<file path="config.mk">
export PLATFORM = sky130hd
export DESIGN_NAME = click_wheel_menu_controller
export DESIGN_NICKNAME = d
export VERILOG_FILES = /design/src/rtl/cwm_pkg.sv /design/src/rtl/cwm_step.sv /design/src/rtl/click_wheel_menu_controller.sv
export SDC_FILE = /design/constraint.sdc
export NUM_CORES = 1
export LEC_CHECK = 0
export ABC_CLOCK_PERIOD_IN_PS = 8750
export BUFFER_PORTS_ARGS = -buffer_cell sky130_fd_sc_hd__buf_4
export CORE_UTILIZATION = 40
export DETAILED_ROUTE_END_ITERATION = 8
export GPL_TIMING_DRIVEN = 0
export SETUP_SLACK_MARGIN = 0.5
export SYNTH_ARGS = -nofsm -noshare
export SYNTH_HDL_FRONTEND = slang
export SYNTH_SLANG_ARGS = --single-unit
</file>
<file path="constraint.sdc">
create_clock -name clk -period 8.75 [get_ports clk]
set_input_delay 1.3125 -clock clk [delete_from_list [all_inputs] [get_ports clk]]
set_output_delay 1.3125 -clock clk [all_outputs]
set_load 0.005 [all_outputs]
</file>
<file path="src/rtl/cwm_pkg.sv">
// ----------------------------------------------------------------------------
// cwm_pkg
// Shared types and constants for the click-wheel menu controller.
// ----------------------------------------------------------------------------
package cwm_pkg;

  localparam int unsigned SEGMENTS       = 12;
  localparam int unsigned SEG_W          = 4;
  localparam int unsigned ITEM_W         = 8;
  localparam int unsigned VOL_W          = 8;
  localparam int unsigned SCREEN_W       = 2;

  localparam logic [SEG_W-1:0] WRAP_HIGH_FIRST = 4'd8;
  localparam logic [SEG_W-1:0] WRAP_HIGH_LAST  = 4'd11;
  localparam logic [SEG_W-1:0] WRAP_LOW_LAST   = 4'd4;
  localparam logic [SEG_W-1:0] SEG_LIMIT       = SEG_W'(SEGMENTS);

  localparam logic [SCREEN_W-1:0] SCR_HOME    = 2'd0;
  localparam logic [SCREEN_W-1:0] SCR_LIST    = 2'd1;
  localparam logic [SCREEN_W-1:0] SCR_PLAYING = 2'd2;

  localparam logic CFG_MAX_ITEM = 1'b0;
  localparam logic CFG_VOL_MAX  = 1'b1;

  localparam logic [ITEM_W-1:0] MAX_ITEM_RST = 8'd2;
  localparam logic [VOL_W-1:0]  VOL_MAX_RST  = 8'd255;

  typedef struct packed {
    logic [ITEM_W-1:0] max_item;
    logic [VOL_W-1:0]  vol_max;
  } cfg_t;

  typedef struct packed {
    logic             wheel_touched;
    logic [SEG_W-1:0] wheel_segment;
    logic             menu_btn;
    logic             ff_btn;
    logic             rw_btn;
    logic             pp_btn;
    logic             select_btn;
  } item_in_t;

  typedef struct packed {
    logic menu;
    logic ff;
    logic rw;
    logic sel;
  } held_t;

  typedef struct packed {
    logic [SEG_W-1:0]    last_segment;
    logic                wheel_was_touched;
    logic [ITEM_W-1:0]   item_index;
    logic [SCREEN_W-1:0] screen_mode;
    logic [VOL_W-1:0]    volume_level;
    held_t               held;
  } state_t;

  typedef struct packed {
    logic [ITEM_W-1:0]   selected_item;
    logic [SCREEN_W-1:0] screen;
    logic [VOL_W-1:0]    volume;
    logic                volume_changed;
    logic                clear_screen;
    logic                redraw;
    logic                stop_song;
    logic                start_play;
    logic                play_held;
  } result_t;

endpackage

</file>
<file path="src/rtl/cwm_step.sv">
// ----------------------------------------------------------------------------
// cwm_step
// Next-state and result logic for one sample of buttons and wheel.
// ----------------------------------------------------------------------------
module cwm_step (
  input  cwm_pkg::cfg_t     cfg,
  input  cwm_pkg::state_t   st,
  input  cwm_pkg::item_in_t din,
  output cwm_pkg::state_t   st_nxt,
  output cwm_pkg::result_t  res
);
  import cwm_pkg::*;

  localparam int unsigned IW = ITEM_W + 2;

  logic                menu_edge, ff_edge, rw_edge, sel_edge;
  logic [SCREEN_W-1:0] scr_menu, scr_sel;
  logic                item_zero_menu, item_zero_sel;
  logic                redraw_menu, redraw_sel, redraw_wheel;
  logic                stop, start;
  logic [VOL_W-1:0]    vol_ff, vol_rw;
  logic                seg_ok;
  logic [SEG_W-1:0]    ref_seg;
  logic                seg_hi, seg_lo, ref_hi, ref_lo;
  logic                step_up, step_dn;
  logic signed [IW-1:0] item_btn, item_wh, item_max;
  logic [ITEM_W-1:0]   item_fin;

  assign menu_edge = din.menu_btn   & ~st.held.menu;
  assign ff_edge   = din.ff_btn     & ~st.held.ff;
  assign rw_edge   = din.rw_btn     & ~st.held.rw;
  assign sel_edge  = din.select_btn & ~st.held.sel;

  // menu
  always_comb begin
    scr_menu       = st.screen_mode;
    item_zero_menu = 1'b0;
    redraw_menu    = 1'b0;
    stop           = 1'b0;
    if (menu_edge) begin
      case (st.screen_mode)
        SCR_LIST: begin
          scr_menu = SCR_HOME; item_zero_menu = 1'b1; redraw_menu = 1'b1;
        end
        SCR_PLAYING: begin
          scr_menu = SCR_LIST; item_zero_menu = 1'b1; redraw_menu = 1'b1;
          stop = 1'b1;
        end
        default: ;
      endcase
    end
  end

  // volume: up first, then down
  assign vol_ff = (ff_edge && st.volume_level < cfg.vol_max) ?
                  st.volume_level + VOL_W'(1) : st.volume_level;
  assign vol_rw = (rw_edge && vol_ff != '0) ? vol_ff - VOL_W'(1) : vol_ff;

  // select
  always_comb begin
    scr_sel       = scr_menu;
    item_zero_sel = 1'b0;
    redraw_sel    = 1'b0;
    start         = 1'b0;
    if (sel_edge) begin
      case (scr_menu)
        SCR_HOME: begin
          if (item_zero_menu || st.item_index == '0) begin
            scr_sel = SCR_LIST; item_zero_sel = 1'b1; redraw_sel = 1'b1;
          end
        end
        SCR_LIST: begin
          scr_sel = SCR_PLAYING; item_zero_sel = 1'b1; redraw_sel = 1'b1;
          start = 1'b1;
        end
        default: ;
      endcase
    end
  end

  assign item_btn = (item_zero_menu || item_zero_sel) ? '0 :
                    IW'($signed({2'b00, st.item_index}));

  // wheel
  assign seg_ok  = din.wheel_touched && (din.wheel_segment < SEG_LIMIT);
  assign ref_seg = st.wheel_was_touched ? st.last_segment : din.wheel_segment;
  assign seg_hi  = din.wheel_segment >= WRAP_HIGH_FIRST &&
                   din.wheel_segment <= WRAP_HIGH_LAST;
  assign seg_lo  = din.wheel_segment <= WRAP_LOW_LAST;
  assign ref_hi  = ref_seg >= WRAP_HIGH_FIRST && ref_seg <= WRAP_HIGH_LAST;
  assign ref_lo  = ref_seg <= WRAP_LOW_LAST;

  always_comb begin
    step_up = 1'b0;
    step_dn = 1'b0;
    if (seg_hi && ref_lo)                   step_dn = 1'b1;
    else if (seg_lo && ref_hi)              step_up = 1'b1;
    else if (din.wheel_segment > ref_seg)   step_up = 1'b1;
    else if (din.wheel_segment < ref_seg)   step_dn = 1'b1;
  end

  assign redraw_wheel = seg_ok && (!st.wheel_was_touched || step_up || step_dn);

  always_comb begin
    item_wh = item_btn;
    if (seg_ok && step_up) item_wh = item_btn + IW'(1);
    if (seg_ok && step_dn) item_wh = item_btn - IW'(1);
  end

  // clamp to 0..max_item
  assign item_max = IW'($signed({2'b00, cfg.max_item}));
  always_comb begin
    if (item_wh > item_max)      item_fin = cfg.max_item;
    else if (item_wh[IW-1])      item_fin = '0;
    else                         item_fin = item_wh[ITEM_W-1:0];
  end

  always_comb begin
    st_nxt                   = st;
    st_nxt.held.menu         = din.menu_btn;
    st_nxt.held.ff           = din.ff_btn;
    st_nxt.held.rw           = din.rw_btn;
    st_nxt.held.sel          = din.select_btn;
    st_nxt.screen_mode       = scr_sel;
    st_nxt.volume_level      = vol_rw;
    st_nxt.item_index        = item_fin;
    st_nxt.wheel_was_touched = seg_ok;
    if (seg_ok) st_nxt.last_segment = din.wheel_segment;
  end

  assign res.selected_item  = item_fin;
  assign res.screen         = scr_sel;
  assign res.volume         = vol_rw;
  assign res.volume_changed = ff_edge | rw_edge;
  assign res.clear_screen   = menu_edge | sel_edge;
  assign res.redraw         = redraw_menu | din.ff_btn | redraw_sel | redraw_wheel;
  assign res.stop_song      = stop;
  assign res.start_play     = start;
  assign res.play_held      = din.pp_btn;

endmodule

</file>
<file path="src/rtl/click_wheel_menu_controller.sv">
// ----------------------------------------------------------------------------
// click_wheel_menu_controller
// Menu, volume and touch-wheel navigation controller for a click-wheel UI.
// ----------------------------------------------------------------------------
// One result per input transfer, one transfer per cycle sustained while
// the result side is ready. An input register captures the sample, then
// the step logic updates menu state and fills the free result register.
// Configuration writes take effect at the next processed sample.
module click_wheel_menu_controller (
  input  logic                          clk,
  input  logic                          rst_n,
  input  logic                          cfg_we,
  input  logic                          cfg_index,
  input  logic [cwm_pkg::ITEM_W-1:0]    cfg_data,
  input  logic                          in_valid,
  output logic                          in_ready,
  input  logic                          in_wheel_touched,
  input  logic [cwm_pkg::SEG_W-1:0]     in_wheel_segment,
  input  logic                          in_menu_btn,
  input  logic                          in_ff_btn,
  input  logic                          in_rw_btn,
  input  logic                          in_pp_btn,
  input  logic                          in_select_btn,
  output logic                          out_valid,
  input  logic                          out_ready,
  output logic [cwm_pkg::ITEM_W-1:0]    out_selected_item,
  output logic [cwm_pkg::SCREEN_W-1:0]  out_screen,
  output logic [cwm_pkg::VOL_W-1:0]     out_volume,
  output logic                          out_volume_changed,
  output logic                          out_clear_screen,
  output logic                          out_redraw,
  output logic                          out_stop_song,
  output logic                          out_start_play,
  output logic                          out_play_held
);
  import cwm_pkg::*;

  cfg_t     cfg_r;
  item_in_t in_r;
  logic     in_valid_r;
  state_t   st_r, st_nxt;
  result_t  res_nxt, res_r;
  logic     out_valid_r;
  logic     advance;

  assign advance  = in_valid_r && (!out_valid_r || out_ready);
  assign in_ready = !in_valid_r || advance;

  cwm_step u_step (
    .cfg    (cfg_r),
    .st     (st_r),
    .din    (in_r),
    .st_nxt (st_nxt),
    .res    (res_nxt)
  );

  always_ff @(posedge clk) begin
    if (!rst_n) begin
      cfg_r.max_item <= MAX_ITEM_RST;
      cfg_r.vol_max  <= VOL_MAX_RST;
    end else if (cfg_we) begin
      case (cfg_index)
        CFG_MAX_ITEM: cfg_r.max_item <= cfg_data;
        CFG_VOL_MAX:  cfg_r.vol_max  <= cfg_data;
        default: ;
      endcase
    end
  end

  always_ff @(posedge clk) begin
    if (!rst_n) begin
      in_valid_r <= 1'b0;
    end else if (in_ready) begin
      in_valid_r <= in_valid;
    end
  end

  always_ff @(posedge clk) begin
    if (in_valid && in_ready) begin
      in_r.wheel_touched <= in_wheel_touched;
      in_r.wheel_segment <= in_wheel_segment;
      in_r.menu_btn      <= in_menu_btn;
      in_r.ff_btn        <= in_ff_btn;
      in_r.rw_btn        <= in_rw_btn;
      in_r.pp_btn        <= in_pp_btn;
      in_r.select_btn    <= in_select_btn;
    end
  end

  always_ff @(posedge clk) begin
    if (!rst_n) begin
      st_r.last_segment      <= '0;
      st_r.wheel_was_touched <= 1'b1;
      st_r.item_index        <= '0;
      st_r.screen_mode       <= SCR_HOME;
      st_r.volume_level      <= '0;
      st_r.held              <= '0;
      out_valid_r            <= 1'b0;
    end else begin
      if (advance) begin
        st_r        <= st_nxt;
        out_valid_r <= 1'b1;
      end else if (out_ready) begin
        out_valid_r <= 1'b0;
      end
    end
  end

  always_ff @(posedge clk) begin
    if (advance) begin
      res_r <= res_nxt;
    end
  end

  assign out_valid          = out_valid_r;
  assign out_selected_item  = res_r.selected_item;
  assign out_screen         = res_r.screen;
  assign out_volume         = res_r.volume;
  assign out_volume_changed = res_r.volume_changed;
  assign out_clear_screen   = res_r.clear_screen;
  assign out_redraw         = res_r.redraw;
  assign out_stop_song      = res_r.stop_song;
  assign out_start_play     = res_r.start_play;
  assign out_play_held      = res_r.play_held;

endmodule

</file>
**Yosys cells after proc, flatten, opt, wreduce, memory -nomap -nowiden**

Index checks and enable logic that the tools add are counted.

- Bits in registers: 79
- Latch bits: 0
- Bits in writable memories: 0
- ROM bits: 0
- Input bits: 24
- Output and inout port bits: 26
- Logic and storage cells: 119
- Memories kept: 0

- $add $sub $neg: 4
- $mul: 0
- Divide/modulo/power cells: 0
- Order comparisons: 11
- Equality and inequality tests: 3
- Shift operators: 0
- Mux-type cells: 29
- Bitwise gates (word level): 14
- Reductions and logical operators: 29

Operator list:

| cell | count |
|---|---|
| 8-bit 2-to-1 mux | 5 |
| 10-bit 2-to-1 mux | 2 |
| 1-bit 2-to-1 mux | 15 |
| 1-bit logical AND | 12 |
| 10-bit by 2-bit adder with 10-bit output (second input constant) | 1 |
| 10-bit by 9-bit greater-than comparator with 1-bit output | 1 |
| 10-bit by 2-bit subtractor with 10-bit output (second input constant) | 1 |
| 8-bit by 1-bit adder with 8-bit output (second input constant) | 1 |
| 4-bit greater-or-equal comparator (second input constant) | 2 |
| 4-bit by 3-bit <= comparator with 1-bit output (second input constant) | 2 |
| 4-bit <= comparator (second input constant) | 2 |
| 8-bit zero test | 1 |
| 8-bit less-than comparator | 1 |
| 2-bit one-hot mux with 2 select lines | 2 |
| 8-bit nonzero test | 1 |
| 8-bit by 1-bit subtractor with 8-bit output (second input constant) | 1 |
| 1-bit logical OR | 6 |
| 2-bit 2-to-1 mux | 3 |
| 2-bit AND reduction | 3 |
| 1-bit NOT | 5 |
| 1-bit bitwise OR | 5 |
| 1-bit AND | 4 |
| 2-bit by 1-bit equality test with 1-bit output (second input constant) | 2 |
| 4-bit greater-than comparator | 1 |
| other kinds (9) | 11 |

**Longest topological paths before layout**

- Word-level depth: 15
- Mapped depth: 24
- Mapped depth without buffers: 23

**Modules after synthesis**

A second synthesis with hierarchy kept.

- Cell total of the unflattened synthesis: 522
- Area total of the unflattened synthesis: 4,875.9 µm²

By module, submodules not included:

| module | instances | cells each | area an instance (µm²) | sequential area each (µm²) |
|---|---|---|---|---|
| click_wheel_menu_controller | 1 | 234 | 2,800.2 | 1,921.8 |
| cwm_step | 1 | 288 | 2,075.7 | 0.0 |

**Worst setup path after synthesis**

OpenSTA, ideal clock, no wires.

- Path kind: register -> register
- From: reg st_r[12] (netlist bit)
- To: reg st_r[15] (netlist bit)
- Setup time: 0.115 ns
- Arrival time: 4.222 ns
- Data required time: 8.635 ns
- Slack: 4.414 ns
- Cell stages (with the launch flop): 24
- Buffers on the path: 1
- Clock period less this slack: 4.336 ns
- Cell sequence: dfxtp_1 > inv_1 > ha_1 > nand4bb_1 > o21ai_1 > a21oi_1 > nor2_1 > nand2_1 > ha_1 > nand2_1 > or3b_1 > o21ai_1 > xor2_1 > inv_1 > ha_1 > a22o_1 > nor4_1 > a31oi_1 > o211ai_1 > a21oi_1 > a211o_1 > buf_4 > a22o_1 > o21ba_1

RTL lines:

| item | line | text |
|---|---|---|
| start, declared | click_wheel_menu_controller.sv:41 | `state_t st_r, st_nxt;` |
| start signal, assigned | click_wheel_menu_controller.sv:101 | `st_r <= st_nxt;` |

==> flow_summary.ini <==
[status]
outcome = complete, but fails checks
violations = design-rule violations

[grt]
grt_use_met3_pct = 5.12
track_usage_pct = 20.8
grt_overflow_total = 0
busiest_layer = met2
grt_pass1_wl_um = 20100
grt_util_met1_pct = 28.0
antenna_found_initial = 0
grt_max_degree = 34
grt_pass1_vias = 3925
met2_usage_pct = 31.6

[clock_network]
cts_sinks = 79
cts_hold_buffers = 0
cts_root_buf = clkbuf_16
numCtsBuffers = 9
cts_buffer_depth = 2
clkLatencyLatePin_ps = 350
clk_transition_reported_paths_ps = 60
postCtsSetupBuffers = 0
htreeDepth = 3
post_cts_resized = 0
tritoncts = done

[sta]
skew_ps = 14.5
final_hold_viol_count = 0
slew_viol_final = 0
min_period_over_period_pct = 59.8
rsz0062_at_grt = false
relSlewSlack_pct = 39.3
worst_pin_slew_ps = 911
finalCriticalPeriod_ps = 5230
fmax_ghz = 0.191
final-setup-viol-count = 0
setup-tns-final_ps = 0

[synth]
yosys_warnings = 0
synthMuxAreaShare_pct = 1.89
synth_top_area_share_pct = 21.1
async_flop_share_pct = 0
synth-simple-area-share_pct = 23.4
ys_top_cells_by_area = edfxtp_1 21%, dfxtp_1 19%, ha_1 6.7%, nand2_1 6.4%, a21boi_0 2.3%
ys_types = 75
yosysSeqAreaShare_pct = 39.7
ys_seq_elements = 79
synth_compound_area_share_pct = 20.1
synth_nets = 599
syn_inst = 549
avgSynthCellArea_um2 = 8.81
synth_top_family_by_area = simple AND/OR/NAND/NOR gates
yosysTopAreaCell = edfxtp_1
synthAdderAreaFrac_pct = 6.72
synthFlopType = dfxtp_1
yosys.area_share.xor_xnor_pct = 3.36
synth_edf_count = 34
synthesis.area_mm2 = 0.00484

[cells_and_area]
diodes = 0
layout_common_cells = 83 x nand2_1, 51 x buf_4, 45 x dfxtp_1
fin_nets = 659
drive_gt1_share_pct = 13.0
mostFrequentLayoutCell = nand2_1
stdcell_count = 757
area_growth_pct = 17.6

[detailed_routing]
avgViaCountPerCell = 5.69
drt_iter0_markers = 308
route.detailed.drc = 3
routed-via-count = 4304
firstDrtPassIters = 7
wl_per_cell_um = 16.6
ant_nets = 0
drt_wl_total_um = 12600

[critical_path]
cpMostUsedCell = nand2_1
ff2ff_setup_slack_ps = 3520
critPathMaxFanout = 10
crit_cells = 22
r2r_cells = 22
worstPathBufferInverterCount = 3
slowest_delay_ps = 430
cp_data_arrival_time_ps = 5470
start_kind = flip-flop
worstReg2RegStart = st_r[18]
r2r_end = st_r[21]
crit_end = st_r[21]
cp_slowest_cell = nor4_1
crit_family = compound AO/OA/AOI/OAI gates
crit_path_start = st_r[18]
end_kind = flip-flop
path_class = reg -> reg
cp_data_required_time_ps = 8990
cp_cell_sequence = clkbuf_1 -> nor4_1 -> nand2_1 -> a21oi_1 -> nor2_1 -> nand2_1 -> ha_1 -> nand2_1 -> or3b_1 -> o21ai_1 -> xor2_1 -> inv_1 -> ha_1 -> a22o_1 -> nor4_1 -> a31oi_1 -> o211ai_1 -> a21oi_1 -> a211o_1 -> buf_4 -> a22o_1 -> o21ba_1

[run]
maxCapViolations = 0

[pwr]
p_leak_nw = 2.32
vdd_drop_max_mv = 0.122
power.density_mw_per_mm2 = 207

[die]
rows = 39
die_x_um = 112
die_height_um = 112
core_mm2 = 0.0116
initial_utilization_pct = 41.7
die_area_mm2 = 0.0125
io_pins = 50

[placement]
io_buffers = 49
dpl.cell_count = 741
gp_congestion = 0.880
hpwl_um = 9350

[min_path]
hold_path_class = reg -> reg
flip-flops by register name, summed over array words and instances, names as in the netlist:
name,flops
out_play_held,1
cfg_r,16
out_stop_song,1
out_screen,2
out_volume,8
st_r,27
out_selected_item,8
in_r,10
out_redraw,1
in_valid_r,1
out_valid,1
out_volume_changed,1
out_clear_screen,1
out_start_play,1
routing by layer:
metal | wire length, um | vias to the layer above
met3 | 682 | 21
li1 | - | 2125
met4 | 306 | 0
met1 | 6090 | 2030
met5 | 0 | -
met2 | 5520 | 128
Yosys cell counts (all sizes together), types with 4 or more instances:
cell type	count
a211oi	7
buf	9
nor3	13
and3	6
mux2i	8
a21boi	18
nand4	11
nor2b	10
nand2	83
a21oi	15
dfxtp	45
edfxtp	34
xor2	6
o21ai	30
clkbuf	21
a31oi	6
nor2	29
inv	30
nand2b	6
a22o	4
ha	26
nand3b	4
o211ai	15
and2	10
nor4	8
or3	9
nand3	16
xnor2	10
worst min path at each step:
stage / startpoint / cells past startpoint / slack (ps) / to
final: in_r[1] / 0 / 430 / out_play_held
after global routing: in_r[1] / 0 / 450 / out_play_held
after CTS: in_r[1] / 0 / 430 / out_play_held
after detailed placement: in_r[1] / 0 / 410 / out_play_held
after global placement: in_r[1] / 0 / 420 / out_play_held
after floorplan: in_r[1] / 0 / 400 / out_play_held
metrics by stage:
| step | cell area (um^2) | hold WS, ps | total power, mW | worst slack, ps | util [%] |
|---|---|---|---|---|---|
| final | 5690 | 434 | 1.18 | 3520 | 49.0 |
| after global routing | 5690 | 451 | 1.24 | 3160 | 49.0 |
| after CTS | 5690 | 435 | 1.18 | 3590 | 49.0 |
| after detailed placement | 5390 | 406 | 0.791 | 3610 | 46.4 |
| after global placement | 5390 | 416 | 0.782 | 3670 | 46.4 |
| after floorplan | 4840 | 400 | 0.686 | 4410 | - |
worst register-to-register path: cells and delay by family (launching register included):
family,cells,cell delay [ps]
buffers and inverters,3,490
AOI/OAI and AO/OA,9,1830
xor gates and xnor gates,1,320
DFF,1,300
and+or+nand+nor,7,1660
adders and majority gates,2,530
power breakdown:
group          switching [mW]  internal (mW)  total, mW
clock                   0.155          0.230      0.385
sequential             0.0253          0.425      0.451
combinational           0.202          0.138      0.340
area by class of cell:
cell class              count  area [um^2]
flip-flops and latches     79         1920
clock buffers              10          239
plain buffers              30          124
inverters                  30          113
repair buffers             49          368
multi-input cells         410         2680
fillers                  1126         5920
clock inverters             6         66.3
well taps                 143          179
logic make-up after synthesis:
logic type	Yosys count
adders and majority gates	26
buffers and inverters	60
and+or+nand+nor	222
muxes	9
xor gates and xnor gates	17
AOI/OAI and AO/OA	136
DFF	79
Power figures use the tool's default switching activity.
